### src/design/ihss_pkg.sv
// ----------------------------------------------------------------------------
// Image header size sniffer package
// Format codes, header positions and the result type shared by the block.
// ----------------------------------------------------------------------------
package ihss_pkg;

    localparam logic [1:0] KIND_PNG  = 2'd0;
    localparam logic [1:0] KIND_JPEG = 2'd1;
    localparam logic [1:0] KIND_BMP  = 2'd2;

    localparam logic [7:0] BYTE_FF  = 8'hFF;
    localparam logic [7:0] BYTE_SOF0 = 8'hC0;
    localparam logic [7:0] BYTE_SOF2 = 8'hC2;

    localparam logic [7:0] CHAR_P = 8'h50;
    localparam logic [7:0] CHAR_N = 8'h4E;
    localparam logic [7:0] CHAR_G = 8'h47;
    localparam logic [7:0] CHAR_J = 8'h4A;
    localparam logic [7:0] CHAR_F = 8'h46;
    localparam logic [7:0] CHAR_I = 8'h49;

    localparam int HDR_FIRST   = 16;
    localparam int HDR_BYTES   = 8;
    localparam int HDR_END     = 24;
    localparam int PNG_MIN     = 4;
    localparam int JFIF_MIN    = 10;
    localparam int MARKER_MIN  = 5;

    localparam logic [3:0] MCNT_START = 4'd2;
    localparam logic [3:0] MCNT_FIRST = 4'd5;
    localparam logic [3:0] MCNT_LAST  = 4'd8;

    typedef struct packed {
        logic [1:0]  image_kind;
        logic [31:0] image_width;
        logic [31:0] image_height;
        logic        size_found;
    } t_result;

endpackage

### src/design/ihss_if.sv
// ----------------------------------------------------------------------------
// Image header size sniffer channels
// Valid/ready channels for the byte stream and for the size result.
// ----------------------------------------------------------------------------
interface ihss_byte_if;
    logic       valid;
    logic       ready;
    logic [7:0] data_byte;
    logic       last_byte;

    modport source (output valid, output data_byte, output last_byte, input ready);
    modport sink   (input valid, input data_byte, input last_byte, output ready);
endinterface

interface ihss_result_if;
    logic        valid;
    logic        ready;
    logic [1:0]  image_kind;
    logic [31:0] image_width;
    logic [31:0] image_height;
    logic        size_found;

    modport source (output valid, output image_kind, output image_width,
                    output image_height, output size_found, input ready);
    modport sink   (input valid, input image_kind, input image_width,
                    input image_height, input size_found, output ready);
endinterface

### src/design/image_header_size_sniffer.sv
// ----------------------------------------------------------------------------
// Image header size sniffer
// Classifies a PNG, JPEG or BMP byte stream and reports its pixel size.
// ----------------------------------------------------------------------------
// The block takes one file byte per cycle, except that the byte flagged as
// the last of a file waits in the input register while the result queue
// is full. The result beat then enters the result queue. A two-entry result
// queue lets the next file stream in while a result is waiting to be taken.
module image_header_size_sniffer #(
    parameter int OFFSET_BITS = 32
) (
    input  logic   i_clk,
    input  logic   i_rst_n,
    input  logic   i_cfg_wr_en,
    input  logic   i_cfg_wr_data,
    ihss_byte_if.sink     i_byte,
    ihss_result_if.source o_result
);
    import ihss_pkg::*;

    logic    r_accept_progressive;
    logic    push;
    logic    push_ok;
    t_result parse_result;
    t_result out_result;

    always_ff @(posedge i_clk) begin
        if (!i_rst_n) begin
            r_accept_progressive <= 1'b1;
        end else if (i_cfg_wr_en) begin
            r_accept_progressive <= i_cfg_wr_data;
        end
    end

    ihss_parser #(
        .OFFSET_BITS(OFFSET_BITS)
    ) u_parser (
        .i_clk               (i_clk),
        .i_rst_n             (i_rst_n),
        .i_accept_progressive(r_accept_progressive),
        .i_valid             (i_byte.valid),
        .o_ready             (i_byte.ready),
        .i_data_byte         (i_byte.data_byte),
        .i_last_byte         (i_byte.last_byte),
        .i_push_ok           (push_ok),
        .o_push              (push),
        .o_result            (parse_result)
    );

    ihss_out_queue u_out_queue (
        .i_clk    (i_clk),
        .i_rst_n  (i_rst_n),
        .i_push   (push),
        .i_result (parse_result),
        .o_push_ok(push_ok),
        .o_valid  (o_result.valid),
        .i_ready  (o_result.ready),
        .o_result (out_result)
    );

    assign o_result.image_kind   = out_result.image_kind;
    assign o_result.image_width  = out_result.image_width;
    assign o_result.image_height = out_result.image_height;
    assign o_result.size_found   = out_result.size_found;

endmodule

### src/design/ihss_parser.sv
// ----------------------------------------------------------------------------
// Image header size sniffer parser
// Input register, per-file parse state and result formation for each beat.
// ----------------------------------------------------------------------------
module ihss_parser #(
    parameter int OFFSET_BITS = 32
) (
    input  logic             i_clk,
    input  logic             i_rst_n,
    input  logic             i_accept_progressive,
    input  logic             i_valid,
    output logic             o_ready,
    input  logic [7:0]       i_data_byte,
    input  logic             i_last_byte,
    input  logic             i_push_ok,
    output logic             o_push,
    output ihss_pkg::t_result o_result
);
    import ihss_pkg::*;

    logic                   r_in_valid;
    logic [7:0]             r_in_byte;
    logic                   r_in_last;

    logic [OFFSET_BITS-1:0] r_offset,  n_offset;
    logic                   r_png_ok,  n_png_ok;
    logic                   r_jfif_ok, n_jfif_ok;
    logic [7:0]             r_hdr  [HDR_BYTES];
    logic [7:0]             n_hdr  [HDR_BYTES];
    logic                   r_prev_ff, n_prev_ff;
    logic                   r_mseen,   n_mseen;
    logic [3:0]             r_mcnt,    n_mcnt;
    logic [7:0]             r_dim  [4];
    logic [7:0]             n_dim  [4];

    logic fire;
    logic [7:0] b;

    assign b       = r_in_byte;
    assign fire    = r_in_valid && (!r_in_last || i_push_ok);
    assign o_ready = !r_in_valid || fire;
    assign o_push  = fire && r_in_last;

    always_ff @(posedge i_clk) begin
        if (!i_rst_n) begin
            r_in_valid <= 1'b0;
        end else if (o_ready) begin
            r_in_valid <= i_valid;
        end
        if (o_ready) begin
            r_in_byte <= i_data_byte;
            r_in_last <= i_last_byte;
        end
    end

    always_comb begin
        n_png_ok  = r_png_ok;
        n_jfif_ok = r_jfif_ok;
        if (r_offset == OFFSET_BITS'(1) && b != CHAR_P) n_png_ok = 1'b0;
        if (r_offset == OFFSET_BITS'(2) && b != CHAR_N) n_png_ok = 1'b0;
        if (r_offset == OFFSET_BITS'(3) && b != CHAR_G) n_png_ok = 1'b0;
        if (r_offset == OFFSET_BITS'(6) && b != CHAR_J) n_jfif_ok = 1'b0;
        if (r_offset == OFFSET_BITS'(7) && b != CHAR_F) n_jfif_ok = 1'b0;
        if (r_offset == OFFSET_BITS'(8) && b != CHAR_I) n_jfif_ok = 1'b0;
        if (r_offset == OFFSET_BITS'(9) && b != CHAR_F) n_jfif_ok = 1'b0;

        for (int k = 0; k < HDR_BYTES; k++) begin
            n_hdr[k] = (r_offset == OFFSET_BITS'(HDR_FIRST + k)) ? (r_hdr[k] | b) : r_hdr[k];
        end

        n_mseen = r_mseen;
        n_mcnt  = r_mcnt;
        for (int k = 0; k < 4; k++) begin
            n_dim[k] = r_dim[k];
        end
        if (r_mseen) begin
            if (r_mcnt <= MCNT_LAST) begin
                if (r_mcnt >= MCNT_FIRST) begin
                    n_dim[2'(r_mcnt - MCNT_FIRST)] = r_dim[2'(r_mcnt - MCNT_FIRST)] | b;
                end
                n_mcnt = r_mcnt + 4'd1;
            end
        end else if (r_prev_ff &&
                     (b == BYTE_SOF0 || (b == BYTE_SOF2 && i_accept_progressive))) begin
            n_mseen = 1'b1;
            n_mcnt  = MCNT_START;
        end
        n_prev_ff = (b == BYTE_FF) && (r_offset >= OFFSET_BITS'(MARKER_MIN));

        n_offset = (r_offset == '1) ? r_offset : r_offset + OFFSET_BITS'(1);
    end

    always_comb begin
        if (n_png_ok && n_offset >= OFFSET_BITS'(PNG_MIN)) begin
            o_result.image_kind   = KIND_PNG;
            o_result.image_width  = {n_hdr[0], n_hdr[1], n_hdr[2], n_hdr[3]};
            o_result.image_height = {n_hdr[4], n_hdr[5], n_hdr[6], n_hdr[7]};
            o_result.size_found   = (n_offset >= OFFSET_BITS'(HDR_END));
        end else if (n_jfif_ok && n_offset >= OFFSET_BITS'(JFIF_MIN)) begin
            o_result.image_kind   = KIND_JPEG;
            o_result.image_width  = {16'd0, n_dim[2], n_dim[3]};
            o_result.image_height = {16'd0, n_dim[0], n_dim[1]};
            o_result.size_found   = n_mseen;
        end else begin
            o_result.image_kind   = KIND_BMP;
            o_result.image_width  = {16'd0, n_hdr[3], n_hdr[2]};
            o_result.image_height = {16'd0, n_hdr[7], n_hdr[6]};
            o_result.size_found   = (n_offset >= OFFSET_BITS'(HDR_END));
        end
    end

    always_ff @(posedge i_clk) begin
        if (!i_rst_n || (fire && r_in_last)) begin
            r_offset  <= '0;
            r_png_ok  <= 1'b1;
            r_jfif_ok <= 1'b1;
            r_prev_ff <= 1'b0;
            r_mseen   <= 1'b0;
            r_mcnt    <= '0;
            for (int k = 0; k < HDR_BYTES; k++) begin
                r_hdr[k] <= '0;
            end
            for (int k = 0; k < 4; k++) begin
                r_dim[k] <= '0;
            end
        end else if (fire) begin
            r_offset  <= n_offset;
            r_png_ok  <= n_png_ok;
            r_jfif_ok <= n_jfif_ok;
            r_prev_ff <= n_prev_ff;
            r_mseen   <= n_mseen;
            r_mcnt    <= n_mcnt;
            for (int k = 0; k < HDR_BYTES; k++) begin
                r_hdr[k] <= n_hdr[k];
            end
            for (int k = 0; k < 4; k++) begin
                r_dim[k] <= n_dim[k];
            end
        end
    end

endmodule

### src/design/ihss_out_queue.sv
// ----------------------------------------------------------------------------
// Image header size sniffer output queue
// Result register with one skid entry so parsing continues while a beat waits.
// ----------------------------------------------------------------------------
module ihss_out_queue (
    input  logic              i_clk,
    input  logic              i_rst_n,
    input  logic              i_push,
    input  ihss_pkg::t_result i_result,
    output logic              o_push_ok,
    output logic              o_valid,
    input  logic              i_ready,
    output ihss_pkg::t_result o_result
);
    import ihss_pkg::*;

    logic    r_head_valid;
    logic    r_skid_valid;
    t_result r_head;
    t_result r_skid;
    logic    pop;

    assign pop       = r_head_valid && i_ready;
    assign o_push_ok = !r_skid_valid;
    assign o_valid   = r_head_valid;
    assign o_result  = r_head;

    always_ff @(posedge i_clk) begin
        if (!i_rst_n) begin
            r_head_valid <= 1'b0;
            r_skid_valid <= 1'b0;
        end else if (pop) begin
            if (r_skid_valid) begin
                r_head       <= r_skid;
                r_skid_valid <= 1'b0;
            end else if (i_push) begin
                r_head <= i_result;
            end else begin
                r_head_valid <= 1'b0;
            end
        end else if (i_push) begin
            if (!r_head_valid) begin
                r_head       <= i_result;
                r_head_valid <= 1'b1;
            end else begin
                r_skid       <= i_result;
                r_skid_valid <= 1'b1;
            end
        end
    end

endmodule

### src/flat_wrapper.sv
// flat-port wrapper written by rule: the top's interface ports become plain ports
module image_header_size_sniffer_flat import ihss_pkg::*;
#(
    parameter int OFFSET_BITS = 32
)
  (i_clk, i_rst_n, i_cfg_wr_en, i_cfg_wr_data, i_byte_valid, i_byte_data_byte, i_byte_last_byte, i_byte_ready, o_result_valid, o_result_image_kind, o_result_image_width, o_result_image_height, o_result_size_found, o_result_ready);
  ihss_byte_if i_byte_i ();
  ihss_result_if o_result_i ();
  input  logic i_clk;
  input  logic i_rst_n;
  input  logic i_cfg_wr_en;
  input  logic i_cfg_wr_data;
  input wire logic [$bits(i_byte_i.valid)-1:0] i_byte_valid;
  input wire logic [$bits(i_byte_i.data_byte)-1:0] i_byte_data_byte;
  input wire logic [$bits(i_byte_i.last_byte)-1:0] i_byte_last_byte;
  output wire logic [$bits(i_byte_i.ready)-1:0] i_byte_ready;
  output wire logic [$bits(o_result_i.valid)-1:0] o_result_valid;
  output wire logic [$bits(o_result_i.image_kind)-1:0] o_result_image_kind;
  output wire logic [$bits(o_result_i.image_width)-1:0] o_result_image_width;
  output wire logic [$bits(o_result_i.image_height)-1:0] o_result_image_height;
  output wire logic [$bits(o_result_i.size_found)-1:0] o_result_size_found;
  input wire logic [$bits(o_result_i.ready)-1:0] o_result_ready;
  assign i_byte_i.valid = i_byte_valid;
  assign i_byte_i.data_byte = i_byte_data_byte;
  assign i_byte_i.last_byte = i_byte_last_byte;
  assign i_byte_ready = i_byte_i.ready;
  assign o_result_valid = o_result_i.valid;
  assign o_result_image_kind = o_result_i.image_kind;
  assign o_result_image_width = o_result_i.image_width;
  assign o_result_image_height = o_result_i.image_height;
  assign o_result_size_found = o_result_i.size_found;
  assign o_result_i.ready = o_result_ready;
  image_header_size_sniffer #(.OFFSET_BITS(OFFSET_BITS)) u_core (.i_clk(i_clk), .i_rst_n(i_rst_n), .i_cfg_wr_en(i_cfg_wr_en), .i_cfg_wr_data(i_cfg_wr_data), .i_byte(i_byte_i), .o_result(o_result_i));
endmodule
### config.mk
export PLATFORM = sky130hd
export DESIGN_NAME = image_header_size_sniffer_flat
export DESIGN_NICKNAME = d
export VERILOG_FILES = /design/src/design/ihss_pkg.sv /design/src/design/ihss_if.sv /design/src/design/image_header_size_sniffer.sv /design/src/design/ihss_parser.sv /design/src/design/ihss_out_queue.sv /design/src/flat_wrapper.sv
export SDC_FILE = /design/constraint.sdc
export NUM_CORES = 1
export LEC_CHECK = 0
export CAP_MARGIN = 20
export CORE_MARGIN = 3
export CORE_UTILIZATION = 45
export DETAILED_ROUTE_END_ITERATION = 8
export DONT_BUFFER_PORTS = 1
export PLACE_DENSITY_LB_ADDON = 0.15
export SETUP_SLACK_MARGIN = 0.4
export SKIP_CTS_REPAIR_TIMING = 1
export SYNTH_ARGS = -nofsm -noshare
export SYNTH_HDL_FRONTEND = slang
export SYNTH_SLANG_ARGS = --single-unit
### constraint.sdc
create_clock -name i_clk -period 25.7 [get_ports i_clk]
set_clock_uncertainty 0.1 [all_clocks]
set_input_delay 5.14 -clock i_clk [delete_from_list [all_inputs] [get_ports i_clk]]
set_output_delay 5.14 -clock i_clk [all_outputs]
set_load 0.005 [all_outputs]
==> flow_summary.json, run 1 <==
{
  "layout-drive-gt1-share": 0.114,
  "critPathCaptureType": "flop",
  "start_util": 0.462,
  "r2r_slack_ns": 19.99,
  "synth_nets": 1355,
  "min_path_cells": 1,
  "crit_fanout": 63,
  "htreeDepth": 1,
  "min_to": "u_core.u_parser.r_prev_ff",
  "cts_buffer_depth": 3,
  "gp_congestion": 0.917,
  "chipWidth_um": 184,
  "fmax_mhz": 144,
  "yosysMostFrequentCell": "edfxtp_1",
  "cts_tree": "built",
  "syn_inst": 1328,
  "irDropWorstVdd_mv": 0.0496,
  "clk_pin_slew_ns": 0.06,
  "min_from": "u_core.u_parser.r_prev_ff",
  "syn_area_mm2": 0.0143,
  "drtIter0Drc": 915,
  "drt_wl_total_um": 35400,
  "timing.rr.end": "u_core.u_out_queue.o_result[48]",
  "start_kind": "input pin",
  "cap_violations": 0,
  "status": "finished clean",
  "yosysTopAreaCell": "edfxtp_1",
  "grt.overflow.total": 0,
  "hold_path.class": "reg -> reg",
  "grt_first_pass_wirelength_um": 56200,
  "fin_crit_ns": 6.96,
  "powerDensity_mw_per_mm2": 63.9,
  "grt_max_degree": 82,
  "ys.flop_type": "edfxtp_1",
  "yosysSeqAreaShare": 0.564,
  "yosys_warnings": 0,
  "drtAntennaViolNets": 0,
  "first_pass_iters": 6,
  "io_pins": 84,
  "syn_avg_cell_area_um2": 10.8,
  "critPathArrivalTime_ns": 7.27,
  "hold_violations": 0,
  "period_share": 0.271,
  "vias": 10100,
  "maxSlewViolCount": 0,
  "timing.final.ws_setup_ns": 18.74,
  "core_mm2": 0.0309,
  "synth_edf_count": 239,
  "fin_setup_tns_ns": 0,
  "async_reset_ff_frac": 0,
  "wire_per_inst_um": 21.1,
  "cts_buffers": 31,
  "rsz0062_at_grt": "false",
  "ff2ff_path_depth": 10,
  "post_synth_num_cell_types": 76,
  "n_antenna_cell": 0,
  "required_ns": 26.01,
  "portBuffers": 0,
  "slew_headroom": 0.351,
  "nNetsFinal": 1285,
  "synth_top_area_frac": 0.502,
  "criticalPathCategory": "in -> reg",
  "root_buffer": "clkbuf_16",
  "place_area_mm2": 0.0144,
  "rows": 64,
  "vias_per_cell": 5.99,
  "fp.dieH_um": 184,
  "area_growth_pct": 7.42,
  "netlist_top_cells_area": "edfxtp_1 50%, dfxtp_1 6.2%, nor2_1 4.2%",
  "worst_pin_slew_ns": 0.973,
  "r2r-start": "u_core.u_parser.r_offset[4]",
  "dp_slack_ns": 18.17,
  "power.leakage_uw": 0.00539,
  "cts_sinks": 283,
  "drc": 0,
  "antenna_found_initial": 0,
  "grt_pass1_vias": 9548,
  "hpwlAfterDp_um": 22100,
  "ys_ff_latch": 283,
  "setup_viol": 0,
  "clk_latency_ns": 0.56,
  "design_area_mm2": 0.0153,
  "synth_common_cells": "239 x edfxtp_1, 160 x nor2_1, 132 x nand2_1",
  "die_area_mm2": 0.0339,
  "hold_ws_ns": 0.345,
  "track_usage": 0.208
}
[critical path, stage by stage]
cell     delay [ns]
and2_1         0.39
inv_4          0.61
buf_4          0.75
nand2_1        0.10
nand2_1        0.10
o31ai_1        0.07
[cell type report]
class	count	area, um2
clock buffers	42	837
clock inverters	15	95.1
fillers	2818	15600
inverters	15	58.8
multi-input cells	911	5680
flip-flops and latches	283	8060
well taps	396	495
repair buffers	16	120
[cell usage in the layout, fill, tap and decap left out, types with 11 or more instances in the layout]
cell and count:
a21oi_1 90, buf_4 16, inv_1 14, xnor2_1 12, a2bb2oi_1 19, and2_1 47
o31ai_1 45, clkbuf_16 31, dfxtp_1 44, mux2_2 33, ha_1 12, a2bb2oi_2 13
o21ai_0 49, nand2_1 132, a21o_1 34, a31oi_1 43, nor4_1 11, edfxtp_1 239
nor3_1 13, nor2_1 159, nand3_1 58, nand4_1 26
[state kept, by name (all words and copies together), names as in the netlist, 4 cells and up]
register / flops
u_core.u_out_queue.o_result: 67
u_core.u_out_queue.r_skid: 67
u_core.u_parser.b: 8
u_core.u_parser.r_dim: 32
u_core.u_parser.r_hdr: 64
u_core.u_parser.r_mcnt: 4
u_core.u_parser.r_offset: 32
[logic make-up (layout without fill, tap and decap cells)]
family / Yosys count / after routing / synth area share
AO/OA/AOI/OAI: 334 / 334 / 0.161
buffers and inverters: 134 / 88 / 0.0416
flip-flops: 283 / 283 / 0.564
multiplexers: 45 / 45 / 0.0418
XOR/XNOR: 16 / 16 / 0.00981
AND/OR/NAND/NOR: 504 / 504 / 0.171
adder cells (fa/ha/maj): 12 / 12 / 0.0105
[report_power, final]
group	leakage (uW)	total (uW)	switching [uW]	internal, uW
registers	0.00265	519	7.57	511
clock network	0.000458	412	176	236
logic	0.00228	49.8	32.7	17.0
total	0.00539	980	216	764
[through the flow]
stage,utilization,power [uW],std cells
final,0.496,980,1678
after global routing,0.496,1020,1678
after CTS,0.496,990,1678
after detailed placement,0.466,578,1621
after global placement,0.466,577,1621
after floorplan,-,563,1328
[worst max-delay path by stage]
| stage | start | endpoint | slack [ns] | depth (start not counted) |
|---|---|---|---|---|
| 2_1_floorplan | i_rst_n | u_core.u_out_queue.r_skid[0] | 12.61 | 2 |
| 3_3_place_gp | i_rst_n | u_core.u_parser.r_offset[4] | 18.19 | 6 |
| 3_5_place_dp | i_rst_n | u_core.u_parser.r_offset[4] | 18.17 | 6 |
| 4_1_cts | i_rst_n | u_core.u_parser.r_offset[4] | 18.76 | 6 |
| 5_1_grt | i_rst_n | u_core.u_parser.r_offset[4] | 18.59 | 6 |
| 6_report | i_rst_n | u_core.u_parser.r_offset[4] | 18.74 | 6 |
[metal layers]
layer	global-route usage	routed length, um	vias up
li1	-	-	4805
met1	0.316	17200	4926
met2	0.317	15700	292
met3	0.0314	2010	34
met4	0.0445	487	0
met5	0	0	-
Power figures use the tool's default switching activity.
==> inputs of run 2 (changes only) <==
- ABC_AREA: unset -> 1
- clock period: 25.7 -> 7.1 ns (I/O delays scaled with it)
==> flow_summary.json, run 2 <==
{
  "status": "finished clean",
  "start_util": 0.462,
  "cts_buffer_depth": 3,
  "syn_avg_cell_area_um2": 8.95,
  "critPathArrivalTime_ns": 4.72,
  "first_pass_iters": 5,
  "ys_ff_latch": 283,
  "syn_inst": 1595,
  "start_kind": "flop",
  "path_buf_inv": 3,
  "hold_violations": 0,
  "min_path_cells": 1,
  "antenna_found_initial": 1,
  "drtAntennaViolNets": 0,
  "setup_viol": 0,
  "criticalPathCategory": "reg -> reg",
  "design_area_mm2": 0.0155,
  "yosysSeqAreaShare": 0.564,
  "fin_crit_ns": 4.53,
  "fmax_mhz": 221,
  "syn_area_mm2": 0.0143,
  "hold_path.class": "reg -> reg",
  "synth_top_family_by_area": "simple AND/OR/NAND/NOR gates",
  "htreeDepth": 1,
  "layout_common_cells": "304 x nand2_1, 239 x nor2_1, 239 x edfxtp_1",
  "gp_congestion": 0.889,
  "required_ns": 7.30,
  "hpwlAfterDp_um": 22700,
  "irDropWorstVdd_mv": 0.189,
  "grt.overflow.total": 0,
  "grt_first_pass_wirelength_um": 55500,
  "fin_setup_tns_ns": 0,
  "area_growth_pct": 8.91,
  "netlist_top_cells_area": "edfxtp_1 50%, nand2_1 8.0%, nor2_1 6.3%",
  "worst_pin_slew_ns": 1.06,
  "crit_chain": "nand2_1, nand2_1, inv_1, nand2_1, nand2_1, inv_1, nand2_2, buf_4, nor2_1",
  "synthSimpleGateAreaFrac": 0.265,
  "die_area_mm2": 0.0339,
  "clk_latency_ns": 0.56,
  "yosys_warnings": 0,
  "rows": 64,
  "root_buffer": "clkbuf_16",
  "maxSlewViolCount": 0,
  "synth_fa_ha_area_frac": 0.0105,
  "track_usage": 0.204,
  "fp.dieH_um": 184,
  "drt_wl_total_um": 34900,
  "yosysMostFrequentCell": "nand2_1",
  "powerDensity_mw_per_mm2": 232,
  "cts_sinks": 283,
  "cap_violations": 0,
  "chipWidth_um": 184,
  "core_mm2": 0.0309,
  "drc": 0,
  "synth_mux_area_frac": 0,
  "crit_fanout": 46,
  "yosysTopAreaCell": "edfxtp_1",
  "cp.depth": 9,
  "slew_headroom": 0.293,
  "io_pins": 84,
  "grt_pass1_vias": 10500,
  "cts_tree": "built",
  "synth_top_area_frac": 0.503,
  "portBuffers": 0,
  "max_stage_delay_ns": 0.92,
  "period_share": 0.637,
  "power.leakage_uw": 0.00632,
  "post_synth_num_cell_types": 40,
  "clk_pin_slew_ns": 0.06,
  "vias_per_cell": 5.40,
  "n_antenna_cell": 0,
  "crit_family": "simple AND/OR/NAND/NOR gates",
  "drtIter0Drc": 754,
  "layout-drive-gt1-share": 0.0897,
  "synth_common_cells": "306 x nand2_1, 241 x nor2_1, 239 x edfxtp_1",
  "nNetsFinal": 1598,
  "cpMaxStageDelayCell": "nand2_2",
  "place_area_mm2": 0.0145,
  "ys.flop_type": "edfxtp_1",
  "vias": 10800,
  "synth_edf_count": 239,
  "critPathCaptureType": "flop",
  "wire_per_inst_um": 17.5,
  "final_common_cell": "nand2_1",
  "async_reset_ff_frac": 0,
  "synth_nets": 1622,
  "synth_compound_area_frac": 0.0806,
  "cts_buffers": 31,
  "grt_max_degree": 102,
  "cpMostUsedCell": "nand2_1",
  "rsz0062_at_grt": "false",
  "synthXorXnorAreaFrac": 0.00429,
  "ff2ff_path_depth": 9
}
-- run 2: cell types whose count changed in the layout (fill, tap and decap cells not counted), sizes merged, moves of 35 or more --
| cell | before | now |
|---|---|---|
| inv | 15 | 189 |
| nand3 | 61 | 176 |
| a21o | 35 | 0 |
| o31ai | 45 | 0 |
| and2 | 47 | 1 |
| a31oi | 44 | 1 |
| nor2 | 161 | 255 |
| nand2 | 132 | 314 |
-- run 2: through the flow --
stage          cells  hold WS [ns]  power, uW   util  setup slack [ns]
2_1_floorplan   1595         0.329       2030      -              1.67
3_3_place_gp    1931         0.354       2070  0.471              2.66
3_5_place_dp    1932         0.352       2070  0.471              2.58
4_1_cts         1989         0.370       3640  0.502              2.57
5_1_grt         1991         0.402       3720  0.503              2.16
6_report        1991         0.367       3600  0.503              2.57
-- run 2: cell families (layout without fill, tap and decap cells) --
logic type | Yosys count | after routing
buffers and inverters | 262 | 262
AOI/OAI and AO/OA | 217 | 217
adders and majority gates | 12 | 12
and+or+nand+nor | 814 | 814
xor gates and xnor gates | 7 | 7
DFF | 283 | 283
-- run 2: final timing paths --
| check | start | endpoint | slack [ns] |
|---|---|---|---|
| worst min-delay path | u_core.u_parser.r_png_ok | u_core.u_parser.r_png_ok | 0.37 |
| worst min register to register | u_core.u_parser.r_png_ok | u_core.u_parser.r_png_ok | 0.37 |
| worst max register to register | u_core.u_parser.r_in_last | u_core.u_parser.r_hdr[1][5] | 2.57 |
| worst max-delay path | u_core.u_parser.r_in_last | u_core.u_parser.r_hdr[1][5] | 2.57 |
-- run 2: area by class of cell --
class	count	area, um2
Clock buffer	43	831
Fill cell	2877	15400
Timing Repair Buffer	15	123
Clock inverter	14	140
Multi-Input combinational cell	1050	5180
Inverter	190	717
Tap cell	396	495
Sequential cell	283	8060
-- run 2: worst register-to-register path: stages, from the launching register on --
cell	delay [ns]
edfxtp_1	0.42
nand2_1	0.09
nand2_1	0.17
inv_1	0.59
nand2_1	0.25
nand2_1	0.60
inv_1	0.54
nand2_2	0.93
buf_4	0.48
nor2_1	0.10
-- run 2: power breakdown --
group | leakage (uW) | internal [uW] | switching (uW)
sequential | 0.00271 | 1850 | 31.1
combinational | 0.00313 | 43.1 | 114
clock | 0.000478 | 919 | 644
total | 0.00632 | 2810 | 789
-- run 2: per-layer routing --
layer	share of wire	track usage
met3	0.046	0.0278
met4	0.024	0.0538
met1	0.44	0.274
met2	0.49	0.349
met5	0.00020	0
==> inputs of run 3 (changes only) <==
- clock period: 7.1 -> 4.7 ns (I/O delays scaled with it)
==> flow_summary.json, run 3 (synthesized netlist as in run 2, its figures left out) <==
{
  "vias_per_cell": 5.35,
  "nNetsFinal": 1600,
  "min_path_cells": 1,
  "n_antenna_cell": 0,
  "vias": 10700,
  "multiInputGateArea_mm2": 0.00518,
  "min_to": "u_core.u_parser.r_jfif_ok",
  "min_from": "u_core.u_parser.r_jfif_ok",
  "start_kind": "flop",
  "required_ns": 5.02,
  "track_usage": 0.211,
  "portBuffers": 0,
  "rsz0062_at_grt": "false",
  "slew_headroom": 0.295,
  "area_growth_pct": 9.21,
  "setup_viol": 0,
  "fp.dieH_um": 184,
  "fin_crit_ns": 3.79,
  "cts_buffer_depth": 3,
  "layout-drive-gt1-share": 0.0908,
  "ff_latch_area_mm2": 0.00806,
  "drtIter0Drc": 860,
  "criticalPathCategory": "reg -> reg",
  "antenna_found_initial": 0,
  "hold_ws_ns": 0.360,
  "r2r-start": "u_core.u_parser.r_offset[0]",
  "htreeDepth": 1,
  "fin_setup_tns_ns": 0,
  "layout_common_cells": "304 x nand2_1, 239 x nor2_1, 239 x edfxtp_1",
  "busiest_layer": "met2",
  "cap_violations": 0,
  "timing.rr.end": "u_core.u_out_queue.o_result[35]",
  "hpwlAfterDp_um": 22700,
  "grt_max_degree": 102,
  "fmax_mhz": 264,
  "hold_violations": 0,
  "period_share": 0.806,
  "io_pins": 84,
  "clk_pin_slew_ns": 0.06,
  "irDropWorstVdd_mv": 0.248,
  "powerDensity_mw_per_mm2": 346,
  "grt_pass1_vias": 10700,
  "cts_buffers": 31,
  "grt.overflow.total": 0,
  "first_pass_iters": 5,
  "drc": 0,
  "crit_fanout": 35,
  "wire_per_inst_um": 18.1,
  "start_util": 0.462,
  "clk_latency_ns": 0.56,
  "chipWidth_um": 184,
  "final_common_cell": "nand2_1",
  "gp_congestion": 0.878,
  "core_mm2": 0.0309,
  "power.leakage_uw": 0.00634,
  "r2r_slack_ns": 0.91,
  "cts_tree": "built",
  "hold_path.class": "reg -> reg",
  "root_buffer": "clkbuf_16",
  "worst_pin_slew_ns": 1.06,
  "ff2ff_path_depth": 19,
  "critPathCaptureType": "flop",
  "drtAntennaViolNets": 0,
  "status": "finished clean",
  "die_area_mm2": 0.0339,
  "grt_first_pass_wirelength_um": 57200,
  "nFillCells": 2917,
  "critPathArrivalTime_ns": 4.11,
  "rows": 64,
  "maxSlewViolCount": 0,
  "use_met1": 0.277,
  "drt_wl_total_um": 36000,
  "grt_use_met2": 0.368,
  "cts_sinks": 283,
  "grtUsageMet3": 0.0290
}
[run 3: worst max-delay path: stages, from the launching register on]
cell,delay [ns]
dfxtp_1,0.45
ha_1,0.36
nand2_1,0.16
nor2_4,0.19
nand2_4,0.09
nor2_4,0.14
nand2_4,0.22
inv_2,0.24
nor2_1,0.09
nand2_1,0.07
nor2_1,0.04
nand2_1,0.12
nor2_1,0.06
nand3_1,0.11
nand2_4,0.21
inv_2,0.58
nand2_1,0.13
nand3_2,0.12
nand2_1,0.06
nand2_1,0.07
[run 3: worst max-delay path by stage]
stage / slack, ns / from / to
5_1_grt: 0.51 / u_core.u_parser.r_offset[0] / u_core.u_out_queue.o_result[44]
6_report: 0.91 / u_core.u_parser.r_offset[0] / u_core.u_out_queue.o_result[35]
4_1_cts: 0.86 / u_core.u_parser.r_offset[0] / u_core.u_out_queue.o_result[46]
3_5_place_dp: 0.88 / u_core.u_parser.r_offset[0] / u_core.u_out_queue.o_result[46]
2_1_floorplan: 0.85 / o_result_ready / u_core.u_out_queue.o_result[0]
3_3_place_gp: 0.95 / u_core.u_parser.r_offset[0] / u_core.u_out_queue.o_result[0]
[run 3: through the flow]
stage          power (uW)  utilization  setup WS [ns]  cell area, um2  instances
2_1_floorplan        3060            -          0.854           14300       1595
3_3_place_gp         3140        0.473          0.954           14600       1935
3_5_place_dp         3140        0.473          0.881           14600       1935
4_1_cts              5440        0.503          0.863           15600       1992
5_1_grt              5560        0.504          0.507           15600       1993
6_report             5400        0.504          0.911           15600       1993
[run 3: power by group]
group	switching (uW)	total, uW	internal (uW)
Combinational	177	247	69.4
Clock	985	2310	1320
Sequential	45.0	2840	2800
Total	1210	5400	4190
[run 3: cell type report]
cell class | instances | area share
sequential | 283 | 0.517
multi-input combinational | 1050 | 0.333
clock buffer | 44 | 0.0555
inverter | 190 | 0.0460
tap | 396 | 0.0318
timing repair buffer | 17 | 0.0119
clock inverter | 13 | 0.00554
[run 3: layer usage]
| metal | wire, um | share of wire |
|---|---|---|
| met5 | 0 | 0 |
| met4 | 896 | 0.025 |
| met3 | 1600 | 0.044 |
| met2 | 17500 | 0.49 |
| met1 | 16000 | 0.44 |
